File: src/hw/rtl/tts_pkg.sv
// shared constants, codes and types of the tick task scheduler table
package tts_pkg;

   localparam int SLOTS_DEFAULT = 8;
   localparam int MAX_OUT       = 8;
   localparam int HIT_W         = $clog2(MAX_OUT);

   localparam int OP_W     = 2;
   localparam int STATUS_W = 2;
   localparam int SLOT_W   = 3;
   localparam int TASK_W   = 16;
   localparam int TIME_W   = 32;
   localparam int PEND_W   = 8;

   localparam logic [OP_W-1:0] OP_UPDATE   = 2'd0;
   localparam logic [OP_W-1:0] OP_ADD      = 2'd1;
   localparam logic [OP_W-1:0] OP_DELETE   = 2'd2;
   localparam logic [OP_W-1:0] OP_DISPATCH = 2'd3;

   localparam logic [STATUS_W-1:0] ST_DONE  = 2'd0;
   localparam logic [STATUS_W-1:0] ST_FULL  = 2'd1;
   localparam logic [STATUS_W-1:0] ST_RUN   = 2'd2;
   localparam logic [STATUS_W-1:0] ST_NONE  = 2'd3;

   localparam logic [PEND_W-1:0] PEND_MAX = '1;

   typedef struct packed {
      logic [TASK_W-1:0] task_id;
      logic [TIME_W-1:0] delay;
      logic [TIME_W-1:0] period;
      logic [PEND_W-1:0] pending;
   } slot_row_type;

   typedef struct packed {
      logic accept;
      logic commit;
   } tts_cmd_type;

   typedef struct packed {
      logic emit;
      logic finish;
      logic out_free;
   } tts_sts_type;

endpackage

File: src/hw/rtl/tts_ctrl.sv
// sequencing state machine of the tick task scheduler table
module tts_ctrl (
   input  logic                 clock,
   input  logic                 reset,
   input  logic                 req_valid,
   output logic                 req_ready,
   input  tts_pkg::tts_sts_type sts,
   output tts_pkg::tts_cmd_type cmd
);

   typedef enum logic [1:0] {
      S_IDLE,
      S_READ,
      S_EXEC
   } state_type;

   state_type state_ff, state_in;
   logic      req_ready_ff, req_ready_in;

   assign req_ready = req_ready_ff;

   always_comb begin
      cmd.accept   = req_valid && req_ready_ff;
      // a step that produces a result waits for room in the output register
      cmd.commit   = (state_ff == S_EXEC) && !(sts.emit && !sts.out_free);
      state_in     = state_ff;
      req_ready_in = req_ready_ff;
      unique case (state_ff)
         S_IDLE: begin
            if (cmd.accept) begin
               state_in     = S_READ;
               req_ready_in = 1'b0;
            end
         end
         S_READ: begin
            state_in = S_EXEC;
         end
         S_EXEC: begin
            if (cmd.commit) begin
               if (sts.finish) begin
                  state_in     = S_IDLE;
                  req_ready_in = 1'b1;
               end else begin
                  state_in = S_READ;
               end
            end
         end
         default: begin
            state_in = S_IDLE;
         end
      endcase
   end

   always_ff @(posedge clock) begin
      if (reset) begin
         state_ff     <= S_IDLE;
         req_ready_ff <= 1'b1;
      end else begin
         state_ff     <= state_in;
         req_ready_ff <= req_ready_in;
      end
   end

endmodule

File: src/hw/rtl/tts_dpath.sv
// slot table storage, scan pointer and result register of the scheduler table
module tts_dpath #(
   parameter int SLOTS = tts_pkg::SLOTS_DEFAULT
) (
   input  logic                              clock,
   input  logic                              reset,
   input  tts_pkg::tts_cmd_type              cmd,
   output tts_pkg::tts_sts_type              sts,
   input  logic [tts_pkg::OP_W-1:0]          req_type,
   input  logic [tts_pkg::SLOT_W-1:0]        req_slot_index,
   input  logic [tts_pkg::TASK_W-1:0]        req_task_id,
   input  logic [tts_pkg::TIME_W-1:0]        req_first_delay,
   input  logic [tts_pkg::TIME_W-1:0]        req_repeat_period,
   output logic                              rsp_valid,
   input  logic                              rsp_ready,
   output logic [tts_pkg::STATUS_W-1:0]      rsp_status,
   output logic [tts_pkg::SLOT_W-1:0]        rsp_slot_out,
   output logic [tts_pkg::TASK_W-1:0]        rsp_run_task_id,
   output logic                              rsp_last
);

   localparam int PTR_W  = (SLOTS > 1) ? $clog2(SLOTS) : 1;
   localparam int HIT_W  = tts_pkg::HIT_W;
   localparam int SLOT_W = tts_pkg::SLOT_W;

   // captured transaction
   logic [tts_pkg::OP_W-1:0]   op_ff;
   logic [SLOT_W-1:0]          idx_ff;
   logic [tts_pkg::TASK_W-1:0] id_ff;
   logic [tts_pkg::TIME_W-1:0] dly_ff;
   logic [tts_pkg::TIME_W-1:0] per_ff;

   logic [PTR_W-1:0] ptr_ff, ptr_in;
   logic [HIT_W-1:0] hit_cnt_ff, hit_cnt_in;
   logic [SLOTS-1:0] used_ff;
   logic [SLOTS-1:0] ready_ff;

   tts_pkg::slot_row_type mem [SLOTS];
   tts_pkg::slot_row_type rd_row_ff;
   tts_pkg::slot_row_type wr_row;
   logic                  wr_en;

   logic                        rsp_valid_ff;
   logic [tts_pkg::STATUS_W-1:0] rsp_status_ff;
   logic [SLOT_W-1:0]           rsp_slot_ff;
   logic [tts_pkg::TASK_W-1:0]  rsp_id_ff;
   logic                        rsp_last_ff;

   logic [tts_pkg::STATUS_W-1:0] res_status;
   logic [SLOT_W-1:0]            res_slot;
   logic [tts_pkg::TASK_W-1:0]   res_id;
   logic                         res_last;

   logic             emit, finish, load;
   logic             in_range, cur_used, hit, last_hit, any_ready, any_above, is_end;
   logic [SLOTS-1:0] above;
   logic             flag_we, used_val, ready_val;

   assign in_range  = 32'(idx_ff) < 32'(SLOTS);
   assign cur_used  = used_ff[ptr_ff];
   assign hit       = cur_used && (rd_row_ff.pending != '0);
   assign any_ready = |ready_ff;
   assign is_end    = ptr_ff == PTR_W'(SLOTS - 1);

   // ready slots further along the scan, and the hit count against MAX_OUT, decide whether this hit is the final one
   always_comb begin
      for (int i = 0; i < SLOTS; i++) begin
         above[i] = ready_ff[i] && (PTR_W'(i) > ptr_ff);
      end
   end
   assign any_above = |above;
   assign last_hit  = (hit_cnt_ff == HIT_W'(tts_pkg::MAX_OUT - 1)) || !any_above;

   always_comb begin
      emit       = 1'b0;
      finish     = 1'b0;
      res_status = tts_pkg::ST_DONE;
      res_slot   = '0;
      res_id     = '0;
      res_last   = 1'b1;
      wr_en      = 1'b0;
      wr_row     = rd_row_ff;
      flag_we    = 1'b0;
      used_val   = 1'b0;
      ready_val  = 1'b0;
      unique case (op_ff)
         tts_pkg::OP_UPDATE: begin
            emit     = 1'b1;
            finish   = 1'b1;
            res_slot = idx_ff;
            if (in_range && cur_used) begin
               wr_en = 1'b1;
               if (rd_row_ff.delay == '0) begin
                  if (rd_row_ff.pending != tts_pkg::PEND_MAX) begin
                     wr_row.pending = rd_row_ff.pending + 1'b1;
                  end
                  if (rd_row_ff.period != '0) begin
                     wr_row.delay = rd_row_ff.period;
                  end
                  flag_we   = 1'b1;
                  used_val  = 1'b1;
                  ready_val = 1'b1;
               end else begin
                  wr_row.delay = rd_row_ff.delay - 1'b1;
               end
            end
         end
         tts_pkg::OP_ADD: begin
            if (!cur_used) begin
               emit           = 1'b1;
               finish         = 1'b1;
               res_slot       = SLOT_W'(ptr_ff);
               wr_en          = 1'b1;
               wr_row.task_id = id_ff;
               wr_row.delay   = dly_ff;
               wr_row.period  = per_ff;
               wr_row.pending = '0;
               flag_we        = 1'b1;
               used_val       = 1'b1;
            end else if (is_end) begin
               emit       = 1'b1;
               finish     = 1'b1;
               res_status = tts_pkg::ST_FULL;
            end
         end
         tts_pkg::OP_DELETE: begin
            emit     = 1'b1;
            finish   = 1'b1;
            res_slot = idx_ff;
            flag_we  = in_range;
         end
         tts_pkg::OP_DISPATCH: begin
            if (hit) begin
               emit           = 1'b1;
               finish         = last_hit;
               res_status     = tts_pkg::ST_RUN;
               res_slot       = SLOT_W'(ptr_ff);
               res_id         = rd_row_ff.task_id;
               res_last       = last_hit;
               wr_en          = 1'b1;
               wr_row.pending = rd_row_ff.pending - 1'b1;
               flag_we        = 1'b1;
               // one-shot tasks leave the table once they run
               used_val       = rd_row_ff.period != '0;
               ready_val      = (rd_row_ff.period != '0) && (wr_row.pending != '0);
            end else if ((hit_cnt_ff == '0) && !any_ready) begin
               emit       = 1'b1;
               finish     = 1'b1;
               res_status = tts_pkg::ST_NONE;
            end else if (is_end) begin
               finish = 1'b1;
            end
         end
         default: begin
            finish = 1'b1;
         end
      endcase
   end

   assign load         = cmd.commit && emit;
   assign sts.emit     = emit;
   assign sts.finish   = finish;
   assign sts.out_free = !rsp_valid_ff || rsp_ready;

   always_comb begin
      ptr_in     = ptr_ff;
      hit_cnt_in = hit_cnt_ff;
      if (cmd.accept) begin
         hit_cnt_in = '0;
         if ((req_type == tts_pkg::OP_UPDATE) || (req_type == tts_pkg::OP_DELETE)) begin
            ptr_in = PTR_W'(req_slot_index);
         end else begin
            ptr_in = '0;
         end
      end else if (cmd.commit) begin
         if (!finish) begin
            ptr_in = ptr_ff + 1'b1;
         end
         if ((op_ff == tts_pkg::OP_DISPATCH) && hit) begin
            hit_cnt_in = hit_cnt_ff + 1'b1;
         end
      end
   end

   always_ff @(posedge clock) begin
      if (reset) begin
         ptr_ff       <= '0;
         hit_cnt_ff   <= '0;
         used_ff      <= '0;
         ready_ff     <= '0;
         rsp_valid_ff <= 1'b0;
      end else begin
         ptr_ff     <= ptr_in;
         hit_cnt_ff <= hit_cnt_in;
         if (cmd.commit && flag_we) begin
            used_ff[ptr_ff]  <= used_val;
            ready_ff[ptr_ff] <= ready_val;
         end
         if (load) begin
            rsp_valid_ff <= 1'b1;
         end else if (rsp_ready) begin
            rsp_valid_ff <= 1'b0;
         end
      end
   end

   always_ff @(posedge clock) begin
      if (cmd.accept) begin
         op_ff  <= req_type;
         idx_ff <= req_slot_index;
         id_ff  <= req_task_id;
         dly_ff <= req_first_delay;
         per_ff <= req_repeat_period;
      end
      if (load) begin
         rsp_status_ff <= res_status;
         rsp_slot_ff   <= res_slot;
         rsp_id_ff     <= res_id;
         rsp_last_ff   <= res_last;
      end
   end

   // slot rows: one write and one registered read per cycle, both at the scan pointer
   always_ff @(posedge clock) begin
      if (cmd.commit && wr_en) begin
         mem[ptr_ff] <= wr_row;
      end
      rd_row_ff <= mem[ptr_ff];
   end

   assign rsp_valid       = rsp_valid_ff;
   assign rsp_status      = rsp_status_ff;
   assign rsp_slot_out    = rsp_slot_ff;
   assign rsp_run_task_id = rsp_id_ff;
   assign rsp_last        = rsp_last_ff;

endmodule

File: src/hw/rtl/tick_task_scheduler_table.sv
// top level of the tick task scheduler table
//
// a table of SLOTS task slots driven by requests on the req_ channel:
// update ticks one slot, add places a task in the lowest free slot, delete
// frees a slot and dispatch walks the table and reports every slot with
// pending runs, in slot order, one rsp_ transaction per slot (at most eight
// per pass, rsp_last on the final one, status nothing-ready if none).
// update, add and delete give exactly one rsp_ transaction.
// one request is handled at a time; req_ready is low from the accepting edge
// until its final result is loaded into the output register.
// each slot visited takes a row read, then an execute step, on the single
// port of the slot row store; rsp_valid rises once the execute step loads
// the output register. update and delete visit one slot, add the slots up to
// the first free one (every slot when full), dispatch up to every slot.
// a stalled receiver holds the result in the output register; the scan waits
// only when it has a further result and the register is still full, and a
// new request is taken while the last result waits.
// reset empties the table at once (no clearing pass) and drops any result.
module tick_task_scheduler_table #(
   parameter int SLOTS = tts_pkg::SLOTS_DEFAULT
) (
   input  logic                              clock,
   input  logic                              reset,
   input  logic                              req_valid,
   output logic                              req_ready,
   input  logic [tts_pkg::OP_W-1:0]          req_type,
   input  logic [tts_pkg::SLOT_W-1:0]        req_slot_index,
   input  logic [tts_pkg::TASK_W-1:0]        req_task_id,
   input  logic [tts_pkg::TIME_W-1:0]        req_first_delay,
   input  logic [tts_pkg::TIME_W-1:0]        req_repeat_period,
   output logic                              rsp_valid,
   input  logic                              rsp_ready,
   output logic [tts_pkg::STATUS_W-1:0]      rsp_status,
   output logic [tts_pkg::SLOT_W-1:0]        rsp_slot_out,
   output logic [tts_pkg::TASK_W-1:0]        rsp_run_task_id,
   output logic                              rsp_last
);

   tts_pkg::tts_cmd_type cmd;
   tts_pkg::tts_sts_type sts;

   tts_ctrl u_ctrl (
      .clock     (clock),
      .reset     (reset),
      .req_valid (req_valid),
      .req_ready (req_ready),
      .sts       (sts),
      .cmd       (cmd)
   );

   tts_dpath #(
      .SLOTS (SLOTS)
   ) u_dpath (
      .clock             (clock),
      .reset             (reset),
      .cmd               (cmd),
      .sts               (sts),
      .req_type          (req_type),
      .req_slot_index    (req_slot_index),
      .req_task_id       (req_task_id),
      .req_first_delay   (req_first_delay),
      .req_repeat_period (req_repeat_period),
      .rsp_valid         (rsp_valid),
      .rsp_ready         (rsp_ready),
      .rsp_status        (rsp_status),
      .rsp_slot_out      (rsp_slot_out),
      .rsp_run_task_id   (rsp_run_task_id),
      .rsp_last          (rsp_last)
   );

endmodule

File: config.mk
export PLATFORM = sky130hd
export DESIGN_NAME = tick_task_scheduler_table
export DESIGN_NICKNAME = d
export VERILOG_FILES = /design/src/hw/rtl/tts_pkg.sv /design/src/hw/rtl/tts_ctrl.sv /design/src/hw/rtl/tts_dpath.sv /design/src/hw/rtl/tick_task_scheduler_table.sv
export SDC_FILE = /design/constraint.sdc
export NUM_CORES = 1
export LEC_CHECK = 0
export BUFFER_PORTS_ARGS = -buffer_cell sky130_fd_sc_hd__buf_2
export CORE_ASPECT_RATIO = 0.8
export CORE_MARGIN = 2
export CORE_UTILIZATION = 35
export DETAILED_ROUTE_END_ITERATION = 10
export GPL_TIMING_DRIVEN = 0
export PLACE_DENSITY_LB_ADDON = 0.15
export SETUP_SLACK_MARGIN = 0.1
export SLEW_MARGIN = 0
export SYNTH_ARGS = -nofsm -noshare
export SYNTH_HDL_FRONTEND = slang
export SYNTH_HIERARCHICAL = 1
export SYNTH_SLANG_ARGS = --single-unit
File: constraint.sdc
create_clock -name clock -period 33 [get_ports clock]
set_input_delay 3.3 -clock clock [delete_from_list [all_inputs] [get_ports clock]]
set_output_delay 3.3 -clock clock [all_outputs]
set_load 0.03 [all_outputs]
==> qor.yml <==
clk-insertion-delay-late_ns: 0.68
fin_tns_setup_ns: 0
worst_slew_pin_slew_ns: 1.43
cp_max_fo: 10
setup_ws_ns: 25.89
min_path_type: "register to register"
arrival_ns: 7.48
final_hold_viol_count: 0
drt_iter0_drc: 2742
clkTransAtPathRegs_ns: 0.06
postRouteAntennaNets: 0
vias: 22400
multiInputGateArea_mm2: 0.00747
rsz0062_at_grt: "false"
seq_area_frac_synth: 0.769
final_cell_area_mm2: 0.0414
worstSetupPathType: "register to register"
core_mm2: 0.0983
max-slew-margin-rel: 0.0446
max-vdd-ir-drop_v: 0.0000378
period_share: 0.215
fillers: 8881
synth_nets: 2306
drt_pass1_iterations: 8
drc_errors: 0
placedCellCount: 3762
hold_end: "u_dpath/rd_row_ff[28]"
rows: 103
h-tree-depth: 3
report.final.slew_viol_count: 0
ctsResizeCount: 0
leakage_uw: 0.0139
finalNonFillerCells: 3945
crit_chain: "buf_2, mux2i_1, o32ai_4, nor3_2, buf_2, a21oi_1, o21a_1, o21ai_0, nand2_1, buf_4, nor2b_1, nor3_1, o311ai_2, nor4_2, buf_4, buf_4, buf_4, buf_4"
post-place-ws_ns: 25.60
power.density_mw_per_mm2: 65.1
grt_pass1_vias: 22100
synth_compound_area_frac: 0.118
synth_edf_count: 811
drive_gt1_frac: 0.186
synth_area_leader_cell: "edfxtp_1"
critPathMostFrequentCell: "buf_4"
drv_cap: 0
yosysWarnings: 6
final_net_count: 2653
dp_hpwl_um: 83200
cts_buffer_depth: 3
min-delay-start: "u_dpath/mem[7][28]"
syn_inst: 2201
initial_utilization: 0.352
avgSynthCellArea_um2: 15.7
r2r_end: "u_dpath/mem[5][28]"
ys_top_cells_by_area: "edfxtp_1, a22oi_1, dfxtp_1"
ys.flop_type: "edfxtp_1"
synthSimpleGateAreaFrac: 0.0808
ys_top_cells_by_count: "edfxtp_1, a22oi_1, nand2_1"
vias_per_cell: 5.68
hold_buffers: 0
synth.top_cell.area_share: 0.703
portBuffers: 112
io_pins: 113
start_kind: "register"
yosysMostFrequentCell: "edfxtp_1"
run_status: "completed"
required_ns: 33.37
async_flop_share: 0
timing.rr.start: "u_dpath/ptr_ff[2]"
cts_tree: "done"
die_h_um: 285
min_period_ns: 7.11
placed_area_mm2: 0.0382
crit_path_end_kind: "register"
grt_pass1_wl_um: 168000
avgRoutedWirePerCell_um: 30.2
r2r_slack_ns: 25.89
skew_ns: 0.0358
cts_buffers: 95
final_util: 0.421
root_buffer: "clkbuf_16"
clock-sinks: 925
postCtsSetupBuffers: 0
syn_area_mm2: 0.0346
drt_wl_total_um: 119000
ys_seq_elements: 925
fmaxAchievable_mhz: 141
cpPeakStageDelay_ns: 1.00
netlist-cell-type-count: 87
synthXorXnorAreaFrac: 0.00253
dieArea_mm2: 0.102
syn_to_final_growth_pct: 19.6
synth_top_family_by_area: "compound AO/OA/AOI/OAI gates"
grt-ovfl-total: 0
reg2reg_depth: 18
synthAdderAreaFrac: 0.00578
die_w_um: 356
gp_congestion: 0.946
antenna_found_initial: 9
grt_use_total: 0.233
seq_area_mm2: 0.0266
synth_mux_area_frac: 0.00636
grt_max_degree: 60
whs_path_depth: 2
finalSetupViolations: 0
cp_slowest_cell: "nor4_2"
metrics by stage:
stage | power [uW] | hold slack (ns)
finish | 2700 | 0.458
global route | 2780 | 0.487
detailed placement | 1610 | 0.458
CTS | 2720 | 0.471
global placement | 1600 | 0.456
floorplan | 1500 | 0.444
worst max-delay path, delay by kind of cell (launching register included):
kind | cells | cell delay [ns]
simple gates | 5 | 2.55
buf+inv | 7 | 1.72
mux | 1 | 0.37
flops | 1 | 0.33
compound gates | 5 | 1.84
logic make-up after synthesis:
logic type	Yosys count
DFF	925
AOI/OAI and AO/OA	551
and+or+nand+nor	527
buffers and inverters	150
muxes	22
adders and majority gates	16
xor gates and xnor gates	10
per-layer routing:
metal,up-vias,track usage,wire length (um)
met1,11700,0.347,54400
met2,964,0.350,52500
li1,9573,-,-
met5,-,0,27
met4,4,0.0615,3240
met3,170,0.0416,9040
placed cells by master, fill, tap and decap left out, types with 23 or more instances in the layout:
master,synthesis,routed
clkbuf_1,98,116
buf_6,1,36
nand2_1,200,200
nor3_1,29,23
dfxtp_1,114,114
a21oi_1,44,44
nand4_1,95,95
o21ai_0,27,27
edfxtp_1,811,811
nor2_1,50,50
a22oi_1,363,363
nand3_1,24,24
buf_4,5,101
buf_2,20,132
clkbuf_16,0,95
report_power, final:
group | switching, uW | total [uW] | internal [uW]
clock | 461 | 1110 | 645
combinational | 154 | 209 | 55.5
sequential | 42.9 | 1380 | 1340
total | 658 | 2700 | 2040
area by class of cell:
| class | instances | share of cell area |
|---|---|---|
| repair buffers | 250 | 0.0436 |
| flip-flops and latches | 925 | 0.643 |
| clock buffers | 135 | 0.0651 |
| diodes | 3 | 0.000181 |
| inverters | 19 | 0.00172 |
| plain buffers | 131 | 0.0133 |
| well taps | 1312 | 0.0396 |
| clock inverters | 44 | 0.0133 |
| multi-input cells | 1126 | 0.180 |
sequential cells by signal (all words and copies together), names as in the netlist:
name / flops
u_dpath/mem: 704
u_dpath/rd_row_ff: 88
u_dpath/dly_ff: 32
u_dpath/per_ff: 32
u_dpath/id_ff: 16
u_dpath/rsp_run_task_id: 16
u_dpath/ready_ff: 8
u_dpath/used_ff: 8
u_dpath/hit_cnt_ff: 3
u_dpath/idx_ff: 3
u_dpath/ptr_ff: 3
u_dpath/rsp_slot_out: 3
u_ctrl/state_ff: 2
u_dpath/op_ff: 2
u_dpath/rsp_status: 2
u_ctrl/req_ready: 1
u_dpath/rsp_last: 1
u_dpath/rsp_valid: 1
worst max path at each step:
stage | from | end | slack [ns] | cells after the start
2_1_floorplan | rsp_ready | u_dpath/mem[0][0] | 19.62 | 5
3_3_place_gp | rsp_ready | u_dpath/mem[4][25] | 7.64 | 6
3_5_place_dp | rsp_ready | u_dpath/mem[5][23] | 25.60 | 10
4_1_cts | u_dpath/ptr_ff[2] | u_dpath/mem[5][25] | 26.00 | 18
5_1_grt | u_dpath/ptr_ff[2] | u_dpath/mem[4][25] | 25.53 | 19
6_report | u_dpath/ptr_ff[2] | u_dpath/mem[5][28] | 25.89 | 18
(Power assumes the default switching activity.)
